$ cat config.mk
export PLATFORM = sky130hd
export DESIGN_NAME = char_lcd_nibble_write_sequencer_top
export DESIGN_NICKNAME = d
export VERILOG_FILES = /design/src/hdl/lcdnw_pkg.sv /design/src/hdl/lcdnw_serializer.sv /design/src/hdl/char_lcd_nibble_write_sequencer_top.sv
export SDC_FILE = /design/constraint.sdc
export NUM_CORES = 1
export LEC_CHECK = 0
export ABC_AREA = 1
export BUFFER_PORTS_ARGS = -buffer_cell sky130_fd_sc_hd__buf_2
export CORE_ASPECT_RATIO = 1.25
export CORE_MARGIN = 2
export CORE_UTILIZATION = 55
export CTS_CLUSTER_DIAMETER = 40
export CTS_CLUSTER_SIZE = 24
export DETAILED_ROUTE_END_ITERATION = 6
export GPL_TIMING_DRIVEN = 0
export PLACE_DENSITY = 0.71
export SLEW_MARGIN = 25
export SYNTH_ARGS = -nofsm -noshare
export SYNTH_HDL_FRONTEND = slang
export SYNTH_HIERARCHICAL = 1
export SYNTH_SLANG_ARGS = --single-unit
export TNS_END_PERCENT = 5
$ cat constraint.sdc
create_clock -name aclk -period 20.5 [get_ports aclk]
set_input_delay 6.15 -clock aclk [delete_from_list [all_inputs] [get_ports aclk]]
set_output_delay 6.15 -clock aclk [all_outputs]
set_load 0.01 [all_outputs]
$ cat src/hdl/lcdnw_pkg.sv
`default_nettype none
// ----------------------------------------------------------------------------
// lcdnw_pkg
// Shared types, request codes and constant tables for the 4-bit character
// LCD nibble write sequencer.
// ----------------------------------------------------------------------------
package lcdnw_pkg;

    // request codes
    localparam logic [2:0] OP_INIT    = 3'd0;
    localparam logic [2:0] OP_CMD     = 3'd1;
    localparam logic [2:0] OP_CHAR    = 3'd2;
    localparam logic [2:0] OP_CURSOR  = 3'd3;
    localparam logic [2:0] OP_DECIMAL = 3'd4;

    // decimal digit count limits
    localparam logic [2:0] DIGITS_MIN = 3'd2;
    localparam logic [2:0] DIGITS_MAX = 3'd5;
    localparam int         NUM_DIGITS = 5;

    // set-DDRAM-address command and ASCII '0' high nibble
    localparam logic [7:0] CURSOR_CMD   = 8'h80;
    localparam logic [3:0] ASCII_DIG_HI = 4'h3;

    // init sequence: raw nibbles, then function set, display on, entry mode, clear
    localparam logic [3:0] INIT_NIB  [4] = '{4'h3, 4'h3, 4'h3, 4'h2};
    localparam logic [7:0] INIT_CMDS [4] = '{8'h28, 8'h0C, 8'h06, 8'h01};
    localparam logic [3:0] INIT_RAW_STROBES = 4'd4;
    localparam logic [3:0] INIT_STROBES     = 4'd12;
    localparam logic [3:0] BYTE_STROBES     = 4'd2;

    // number mod 100000: 100000 = 32 * 3125, quotient by reciprocal of 3125
    localparam int          DIV_SHIFT   = 5;
    localparam logic [27:0] RECIP_M     = 28'd175921861;
    localparam int          RECIP_SHIFT = 39;
    localparam logic [16:0] DEC_MOD     = 17'd100000;

    // digit weights for the extraction stages, most significant first
    localparam logic [16:0] DIG_WEIGHT [4] = '{17'd10000, 17'd1000, 17'd100, 17'd10};

    // pipeline depth in front of the strobe serializer
    localparam int PIPE_STAGES = 8;

    // one pipeline stage word
    typedef struct packed {
        logic [2:0]            op;
        logic [7:0]            byte_val;
        logic [2:0]            digit_count;
        logic [31:0]           work;
        logic [54:0]           prod;
        logic [4:0][3:0]       digits;
    } pl_t;

    // finished request handed to the serializer
    typedef struct packed {
        logic [2:0]            op;
        logic [7:0]            byte_val;
        logic [2:0]            digit_count;
        logic [4:0][3:0]       digits;
    } req_t;

    typedef struct packed {
        logic [3:0]  digit;
        logic [16:0] rem;
    } dsplit_t;

    // one decimal digit of value by weight, value below ten times weight
    function automatic dsplit_t digit_split(input logic [16:0] value,
                                            input logic [16:0] weight);
        dsplit_t     res;
        logic [16:0] step;
        res.digit = 4'd0;
        res.rem   = value;
        for (int k = 1; k < 10; k++) begin
            step = 17'(k) * weight;
            if (value >= step) begin
                res.digit = 4'(k);
                res.rem   = value - step;
            end
        end
        return res;
    endfunction

endpackage
`default_nettype wire

$ cat src/hdl/lcdnw_serializer.sv
`default_nettype none
// ----------------------------------------------------------------------------
// lcdnw_serializer
// Holds one finished request and issues its nibble strobes, one per cycle
// while m_ready does not stall, through a registered output stage.
// ----------------------------------------------------------------------------
module lcdnw_serializer (
    input  wire logic            aclk,
    input  wire logic            aresetn,
    input  wire logic            req_valid,
    input  wire lcdnw_pkg::req_t req,
    output logic                 req_ready,
    output logic                 m_valid,
    input  wire logic            m_ready,
    output logic                 m_reg_select,
    output logic [3:0]           m_nibble,
    output logic                 m_last
);
    import lcdnw_pkg::*;

    req_t       hold_reg;
    logic       busy_reg;
    logic [3:0] idx_reg;
    logic [3:0] total_reg;
    logic [3:0] total_next;
    logic       m_valid_reg;
    logic       m_rs_reg;
    logic [3:0] m_nib_reg;
    logic       m_last_reg;

    logic       out_ok;
    logic       emit;
    logic       at_last;
    logic       load;
    logic       cur_rs;
    logic [7:0] cur_byte;
    logic [3:0] cur_nib;
    logic [3:0] idx_m4;
    logic [2:0] dig_pos;

    // output stage can take a strobe
    assign out_ok  = !m_valid_reg || m_ready;
    assign emit    = busy_reg && out_ok;
    assign at_last = (idx_reg == total_reg - 4'd1);
    assign req_ready = !busy_reg || (emit && at_last);
    assign load    = req_valid && req_ready;

    // strobe count of the incoming request
    always_comb begin
        unique case (req.op)
            OP_INIT:    total_next = INIT_STROBES;
            OP_DECIMAL: total_next = {req.digit_count, 1'b0};
            default:    total_next = BYTE_STROBES;
        endcase
    end

    // current strobe from the held request and the strobe index
    always_comb begin
        idx_m4  = idx_reg - INIT_RAW_STROBES;
        dig_pos = 3'(hold_reg.digit_count - 3'd1 - idx_reg[3:1]);
        cur_rs   = 1'b0;
        cur_byte = hold_reg.byte_val;
        unique case (hold_reg.op)
            OP_INIT: begin
                cur_byte = INIT_CMDS[idx_m4[2:1]];
            end
            OP_CMD, OP_CURSOR: begin
                cur_rs = 1'b0;
            end
            OP_CHAR: begin
                cur_rs = 1'b1;
            end
            OP_DECIMAL: begin
                cur_rs   = 1'b1;
                cur_byte = {ASCII_DIG_HI, hold_reg.digits[dig_pos]};
            end
            default: begin
                cur_byte = 8'd0;
            end
        endcase
        if (hold_reg.op == OP_INIT && idx_reg < INIT_RAW_STROBES) begin
            cur_nib = INIT_NIB[idx_reg[1:0]];
        end else if (idx_reg[0]) begin
            cur_nib = cur_byte[3:0];
        end else begin
            cur_nib = cur_byte[7:4];
        end
    end

    // sequencing control
    always_ff @(posedge aclk) begin
        if (!aresetn) begin
            busy_reg    <= 1'b0;
            idx_reg     <= 4'd0;
            m_valid_reg <= 1'b0;
        end else begin
            if (load) begin
                busy_reg <= 1'b1;
                idx_reg  <= 4'd0;
            end else if (emit && at_last) begin
                busy_reg <= 1'b0;
            end else if (emit) begin
                idx_reg <= idx_reg + 4'd1;
            end
            if (emit) begin
                m_valid_reg <= 1'b1;
            end else if (m_ready) begin
                m_valid_reg <= 1'b0;
            end
        end
    end

    // request hold and output payload
    always_ff @(posedge aclk) begin
        if (load) begin
            hold_reg  <= req;
            total_reg <= total_next;
        end
        if (emit) begin
            m_rs_reg   <= cur_rs;
            m_nib_reg  <= cur_nib;
            m_last_reg <= at_last;
        end
    end

    assign m_valid      = m_valid_reg;
    assign m_reg_select = m_rs_reg;
    assign m_nibble     = m_nib_reg;
    assign m_last       = m_last_reg;

    // index stays inside the request
    a_idx_range: assert property (@(posedge aclk) disable iff (!aresetn)
        busy_reg |-> idx_reg < total_reg)
        else $error("strobe index beyond request length");

    // no new request while strobes remain
    a_no_overrun: assert property (@(posedge aclk) disable iff (!aresetn)
        busy_reg && !(emit && at_last) |-> !req_ready)
        else $error("request taken while strobes remain");

    // a loaded request starts at its first strobe
    a_load_start: assert property (@(posedge aclk) disable iff (!aresetn)
        load |=> busy_reg && idx_reg == 4'd0)
        else $error("request load did not restart sequencing");

    // init opens with a raw nibble three on the instruction register
    a_init_first: assert property (@(posedge aclk) disable iff (!aresetn)
        emit && hold_reg.op == OP_INIT && idx_reg == 4'd0
        |=> m_valid && m_nibble == INIT_NIB[0] && !m_reg_select && !m_last)
        else $error("init sequence first strobe wrong");

endmodule
`default_nettype wire

$ cat src/hdl/char_lcd_nibble_write_sequencer_top.sv
`default_nettype none
// ----------------------------------------------------------------------------
// char_lcd_nibble_write_sequencer_top
// Turns LCD requests into register-select plus D7..D4 strobes of a 4-bit bus.
//
// Usage: the s_ channel takes one request per transaction (op, byte_value,
// cursor_address, number, digit_count). The m_ channel gives one transaction
// per enable strobe, high nibble first, with m_last on the final strobe of a
// request. Init makes 12 strobes, command, character and cursor make 2, and a
// decimal request makes 2 * digit_count (digit_count saturated to 2..5).
// Op codes 5 to 7 are accepted and produce nothing.
// The first strobe of a request passes eight pipeline stages (prepare, two
// multiplies for mod 100000, subtract, four digit stages), then the
// serializer's hold register and its output register.
// Throughput: one strobe per cycle while m_ready does not stall; the serializer
// takes the next request while it issues the last strobe of the current one,
// so requests are taken back to back.
// Reset (aresetn low, synchronous) empties the pipeline and output stage.
// A stall on m_ready holds the output strobe and backs up the pipeline stage
// by stage; nothing is dropped or repeated.
// ----------------------------------------------------------------------------
module char_lcd_nibble_write_sequencer_top (
    input  wire logic        aclk,
    input  wire logic        aresetn,
    input  wire logic        s_valid,
    output logic             s_ready,
    input  wire logic [2:0]  s_op,
    input  wire logic [7:0]  s_byte_value,
    input  wire logic [6:0]  s_cursor_address,
    input  wire logic [31:0] s_number,
    input  wire logic [2:0]  s_digit_count,
    output logic             m_valid,
    input  wire logic        m_ready,
    output logic             m_reg_select,
    output logic [3:0]       m_nibble,
    output logic             m_last
);
    import lcdnw_pkg::*;

    pl_t                    st_reg  [PIPE_STAGES];
    pl_t                    st_next [PIPE_STAGES];
    logic [PIPE_STAGES-1:0] vld_reg;
    logic [PIPE_STAGES-1:0] vin;
    logic [PIPE_STAGES-1:0] acc;
    logic                   req_ready;
    req_t                   req;

    // stage can take a new word when empty or its word moves on
    always_comb begin
        acc[PIPE_STAGES-1] = !vld_reg[PIPE_STAGES-1] || req_ready;
        for (int i = PIPE_STAGES - 2; i >= 0; i--) begin
            acc[i] = !vld_reg[i] || acc[i+1];
        end
    end

    assign s_ready = acc[0];

    // valid into each stage, unused op codes are dropped at entry
    always_comb begin
        vin[0] = s_valid && (s_op <= OP_DECIMAL);
        for (int i = 1; i < PIPE_STAGES; i++) begin
            vin[i] = vld_reg[i-1];
        end
    end

    // stage datapath
    always_comb begin
        dsplit_t sp;
        // prepare: byte to send and saturated digit count
        st_next[0].op     = s_op;
        st_next[0].work   = s_number;
        st_next[0].prod   = '0;
        st_next[0].digits = '0;
        if (s_op == OP_CURSOR) begin
            st_next[0].byte_val = CURSOR_CMD | {1'b0, s_cursor_address};
        end else begin
            st_next[0].byte_val = s_byte_value;
        end
        if (s_digit_count < DIGITS_MIN) begin
            st_next[0].digit_count = DIGITS_MIN;
        end else if (s_digit_count > DIGITS_MAX) begin
            st_next[0].digit_count = DIGITS_MAX;
        end else begin
            st_next[0].digit_count = s_digit_count;
        end

        for (int i = 1; i < PIPE_STAGES; i++) begin
            st_next[i] = st_reg[i-1];
        end

        // quotient by 100000 through reciprocal of 3125
        st_next[1].prod = {28'd0, st_reg[0].work[31:DIV_SHIFT]} * {27'd0, RECIP_M};

        // quotient times 100000
        st_next[2].prod = {39'd0, st_reg[1].prod[54:RECIP_SHIFT]} * 55'(DEC_MOD);

        // remainder below 100000 fits in 17 bits
        st_next[3].work = {15'd0, st_reg[2].work[16:0] - st_reg[2].prod[16:0]};

        // one decimal digit per stage, most significant first; the last stage also gives the units
        for (int j = 0; j < 4; j++) begin
            sp = digit_split(st_reg[3+j].work[16:0], DIG_WEIGHT[j]);
            st_next[4+j].digits[NUM_DIGITS-1-j] = sp.digit;
            st_next[4+j].work = {15'd0, sp.rem};
        end
        st_next[PIPE_STAGES-1].digits[0] = st_reg[PIPE_STAGES-2].work[3:0]
            - DIG_WEIGHT[3][3:0] * st_next[PIPE_STAGES-1].digits[1];
    end

    // stage valid bits
    always_ff @(posedge aclk) begin
        if (!aresetn) begin
            vld_reg <= '0;
        end else begin
            for (int i = 0; i < PIPE_STAGES; i++) begin
                if (acc[i]) begin
                    vld_reg[i] <= vin[i];
                end
            end
        end
    end

    // stage payload
    always_ff @(posedge aclk) begin
        for (int i = 0; i < PIPE_STAGES; i++) begin
            if (acc[i]) begin
                st_reg[i] <= st_next[i];
            end
        end
    end

    // finished request
    assign req.op          = st_reg[PIPE_STAGES-1].op;
    assign req.byte_val    = st_reg[PIPE_STAGES-1].byte_val;
    assign req.digit_count = st_reg[PIPE_STAGES-1].digit_count;
    assign req.digits      = st_reg[PIPE_STAGES-1].digits;

    lcdnw_serializer u_serializer (
        .aclk         (aclk),
        .aresetn      (aresetn),
        .req_valid    (vld_reg[PIPE_STAGES-1]),
        .req          (req),
        .req_ready    (req_ready),
        .m_valid      (m_valid),
        .m_ready      (m_ready),
        .m_reg_select (m_reg_select),
        .m_nibble     (m_nibble),
        .m_last       (m_last)
    );

endmodule
`default_nettype wire

==> results by group <==
Outcome
  • Outcome: complete, no violations

Yosys
  • Top post-synthesis cells by area: edfxtp_1 33%, fa_1 17%, ha_1 14%
  • Synth async-reset ratio: 0
  • Area leader, netlist: edfxtp_1
  • EDFF count, synth: around 360
  • Register area share after synthesis: 0.337
  • Post-Synth Simple-Gate Area: 0.144
  • Post-Synth Adder-Cell Area: 0.314
  • Cell Area, Synth: roughly 0.033 mm²
  • Largest family of logic cells by synthesized area: adder cells
  • Register bit total from synthesis: 371
  • Mux contribution to synthesized area: 0.00241
  • Syn Area/Cell: roughly 9.3 µm²
  • Syn_nets: 4200
  • Ys flop type: edfxtp_1
  • Yosys warns: 6
  • Compound-cell area share of the yosys netlist: 0.0777
  • Synth cell count leaders: 738 x inv_1, 590 x nand2_1, 364 x ha_1
  • Most numerous cell in the Yosys netlist: inv_1
  • Top cell type's share of synthesized area: 0.328
  • Synthesized instance count: around 3500
  • Post-Synth XOR/XNOR Area: 0.0263
  • Synth cell types: approximately 60

Cells and area
  • Non-filler instance count after layout: 4398
  • Multi-input gate area: between 0.015 and 0.02 mm²
  • Inserted Diodes: 0
  • Register area: 0.0110 mm²
  • Final-layout fill cell count: roughly 5000
  • Fraction of layout cells with a size suffix above 1: 0.0846
  • Max reg flops: 314
  • Layout area overhead: 9.05%
  • Final Util: 0.608
  • Fin nets: roughly 4300

CTS
  • Worst-path clk slew: around 0.08 ns
  • Latest clock arrival within the worst-skew pair: a little over 0.6 ns
  • CTS max path bufs: 3
  • TritonCTS clock tree: done
  • CTS Hold Bufs: 0
  • CTS buffer count: between 40 and 50
  • Clock sink count: about 370
  • Htree depth: 2
  • Post-CTS setup repair buffer count: 0
  • Post-CTS sizing: 0
  • Root buffer cell: clkbuf_16

GRT
  • Global-route wire length before repair: about 130000 µm
  • Met3 usage: 0.0286
  • Number of global-route vias before repair: 25214
  • Remaining global-route overflow: 0
  • Total GRT Usage: 0.283
  • Grt met1 use: 0.304
  • Largest net degree at the start of global routing: 38
  • Global route hottest layer: met2
  • Initial antenna violation count: 0
  • Met2 GRT Util: 0.525

Critical path
  • CP max FO: 36
  • Crit path kind: input port to output pin
  • Critical Path RT: 14.35 ns
  • Critical Path Source Type: input port
  • Endpoint class of the critical path: output pin
  • CP arrival: about 10 ns

Die
  • Core area: around 0.059 mm²
  • Starting Density: 0.558
  • I/O pin cnt: 65
  • Die width: between 200 and 250 µm
  • Die Span Y: between 200 and 300 µm
  • Row cnt: a little under 100
  • Die area: 0.0614 mm²

Drt
  • Drt pass-1 iters: 6
  • Post-Route WL: between 80000 and 90000 µm
  • WL per Instance: between 15 and 20 µm
  • Detailed Route Iter0 Violations: 1687
  • Via-to-Cell Ratio: 5.48
  • DRC errors left: 0
  • Via count: 24104
  • ANT nets after route: 0

Flow run
  • Max-Cap Viols: 0

Place
  • Routability cong.: 1.02
  • Post-DP HPWL: 68700 µm
  • Number of port buffers: 64
  • Inst Count DP: 4322

STA
  • Clock skew after layout: 0.0427 ns
  • # setup viols final: 0
  • Slew headroom: 0.500
  • Unrepaired setup endpoints after global routing: no
  • Pin slew with the least headroom to its limit: approximately 0.75 ns
  • Fin. Hold Viols: 0
  • Slew Limit Fails: 0
  • Fmax achieved: 61.6 MHz
  • Min Tclk post-route: about 16 ns
  • Final clock period utilization by the worst path: 0.792

Min path
  • Hold Path Class: flip-flop to flip-flop
==> path summary, 6_finish.rpt <==
kind	depth (start not counted)	from	to	slack [ns]
worst min register to register	0	st_reg[0][212]	st_reg[0][333]	0.39
worst min-delay path	0	st_reg[0][212]	st_reg[0][333]	0.39
worst max-delay path	22	m_ready	s_ready	4.25
worst max register to register	22	st_reg[0][87]	st_reg[0][188]	13.58
==> metrics by stage <==
step / instance area, µm² / setup slack (ns) / setup TNS [ns] / hold slack (ns)
2_1_floorplan: 32700 / 1.37 / 0 / 0.400
3_3_place_gp: 33900 / -1.69 / -1.69 / 0.401
3_5_place_dp: 34100 / 4.20 / 0 / 0.405
4_1_cts: 35600 / 4.15 / 0 / 0.382
5_1_grt: 35600 / 3.80 / 0 / 0.384
6_report: 35600 / 4.25 / 0 / 0.390
==> layer usage <==
metal / wire length (µm) / vias up / part of all wire
met5: 0 / - / 0
met4: 6160 / 0 / 0.073
met3: 3430 / 288 / 0.041
met2: 44400 / 801 / 0.53
met1: 30400 / 11523 / 0.36
li1: - / 11492 / -
==> layout make-up <==
class,count,share of cell area
clock buffers,43,0.0296
repair buffers,70,0.0124
clock inverters,33,0.0142
flip-flops and latches,371,0.309
plain buffers,49,0.00881
inverters,778,0.0825
multi-input cells,2297,0.517
well taps,757,0.0266
==> kinds of logic after synthesis <==
logic type / count (synthesis)
adder cells (fa/ha/maj): 649
buffers and inverters: 827
XOR/XNOR: 98
AO/OA/AOI/OAI: 458
multiplexers: 7
AND/OR/NAND/NOR: 1085
flip-flops: 371
==> placed cells by master, fill, tap and decap left out, types with 6 or more instances in the layout <==
cell type  instances
buf_12             6
xnor2_1           20
o21a_1             7
buf_4             12
nand3_2            6
o21ai_1           29
xor2_1            78
nor2_1           224
nor2_4            10
inv_2             39
clkbuf_16         42
edfxtp_1         357
clkbuf_1           7
a21o_1             6
nand2_1          589
buf_2             88
mux2_2             7
inv_1            730
nand2_4            7
o22ai_1            8
nand4_1           26
buf_6              6
dfxtp_1           14
o211ai_1          18
ha_1             364
nand2_2           17
nand3_1          140
nor3_1            23
a21oi_1          219
nor2_2            13
o21ai_0          112
nor4_1            12
fa_1             284
a31oi_1           23
==> critical path: stages <==
cell and delay [ns]:
buf_2 0.07, inv_1 0.06, nand2_1 0.09, nand3_1 0.10
nand2_2 0.10, nor2_1 0.06, inv_2 0.52, nor2_1 0.12
inv_2 0.24, nor2_1 0.08, inv_2 0.19, nor2_1 0.08
inv_2 0.16, nor2_1 0.07, inv_2 0.49, nor2_1 0.11
inv_2 0.29, buf_12 0.24, nor2_1 0.13, nand2_4 0.19
buf_12 0.25, buf_2 0.19
Power is left out: the tool's default activity adds up to more than one toggle a clock period on the data nets, which glitch-free logic cannot reach.
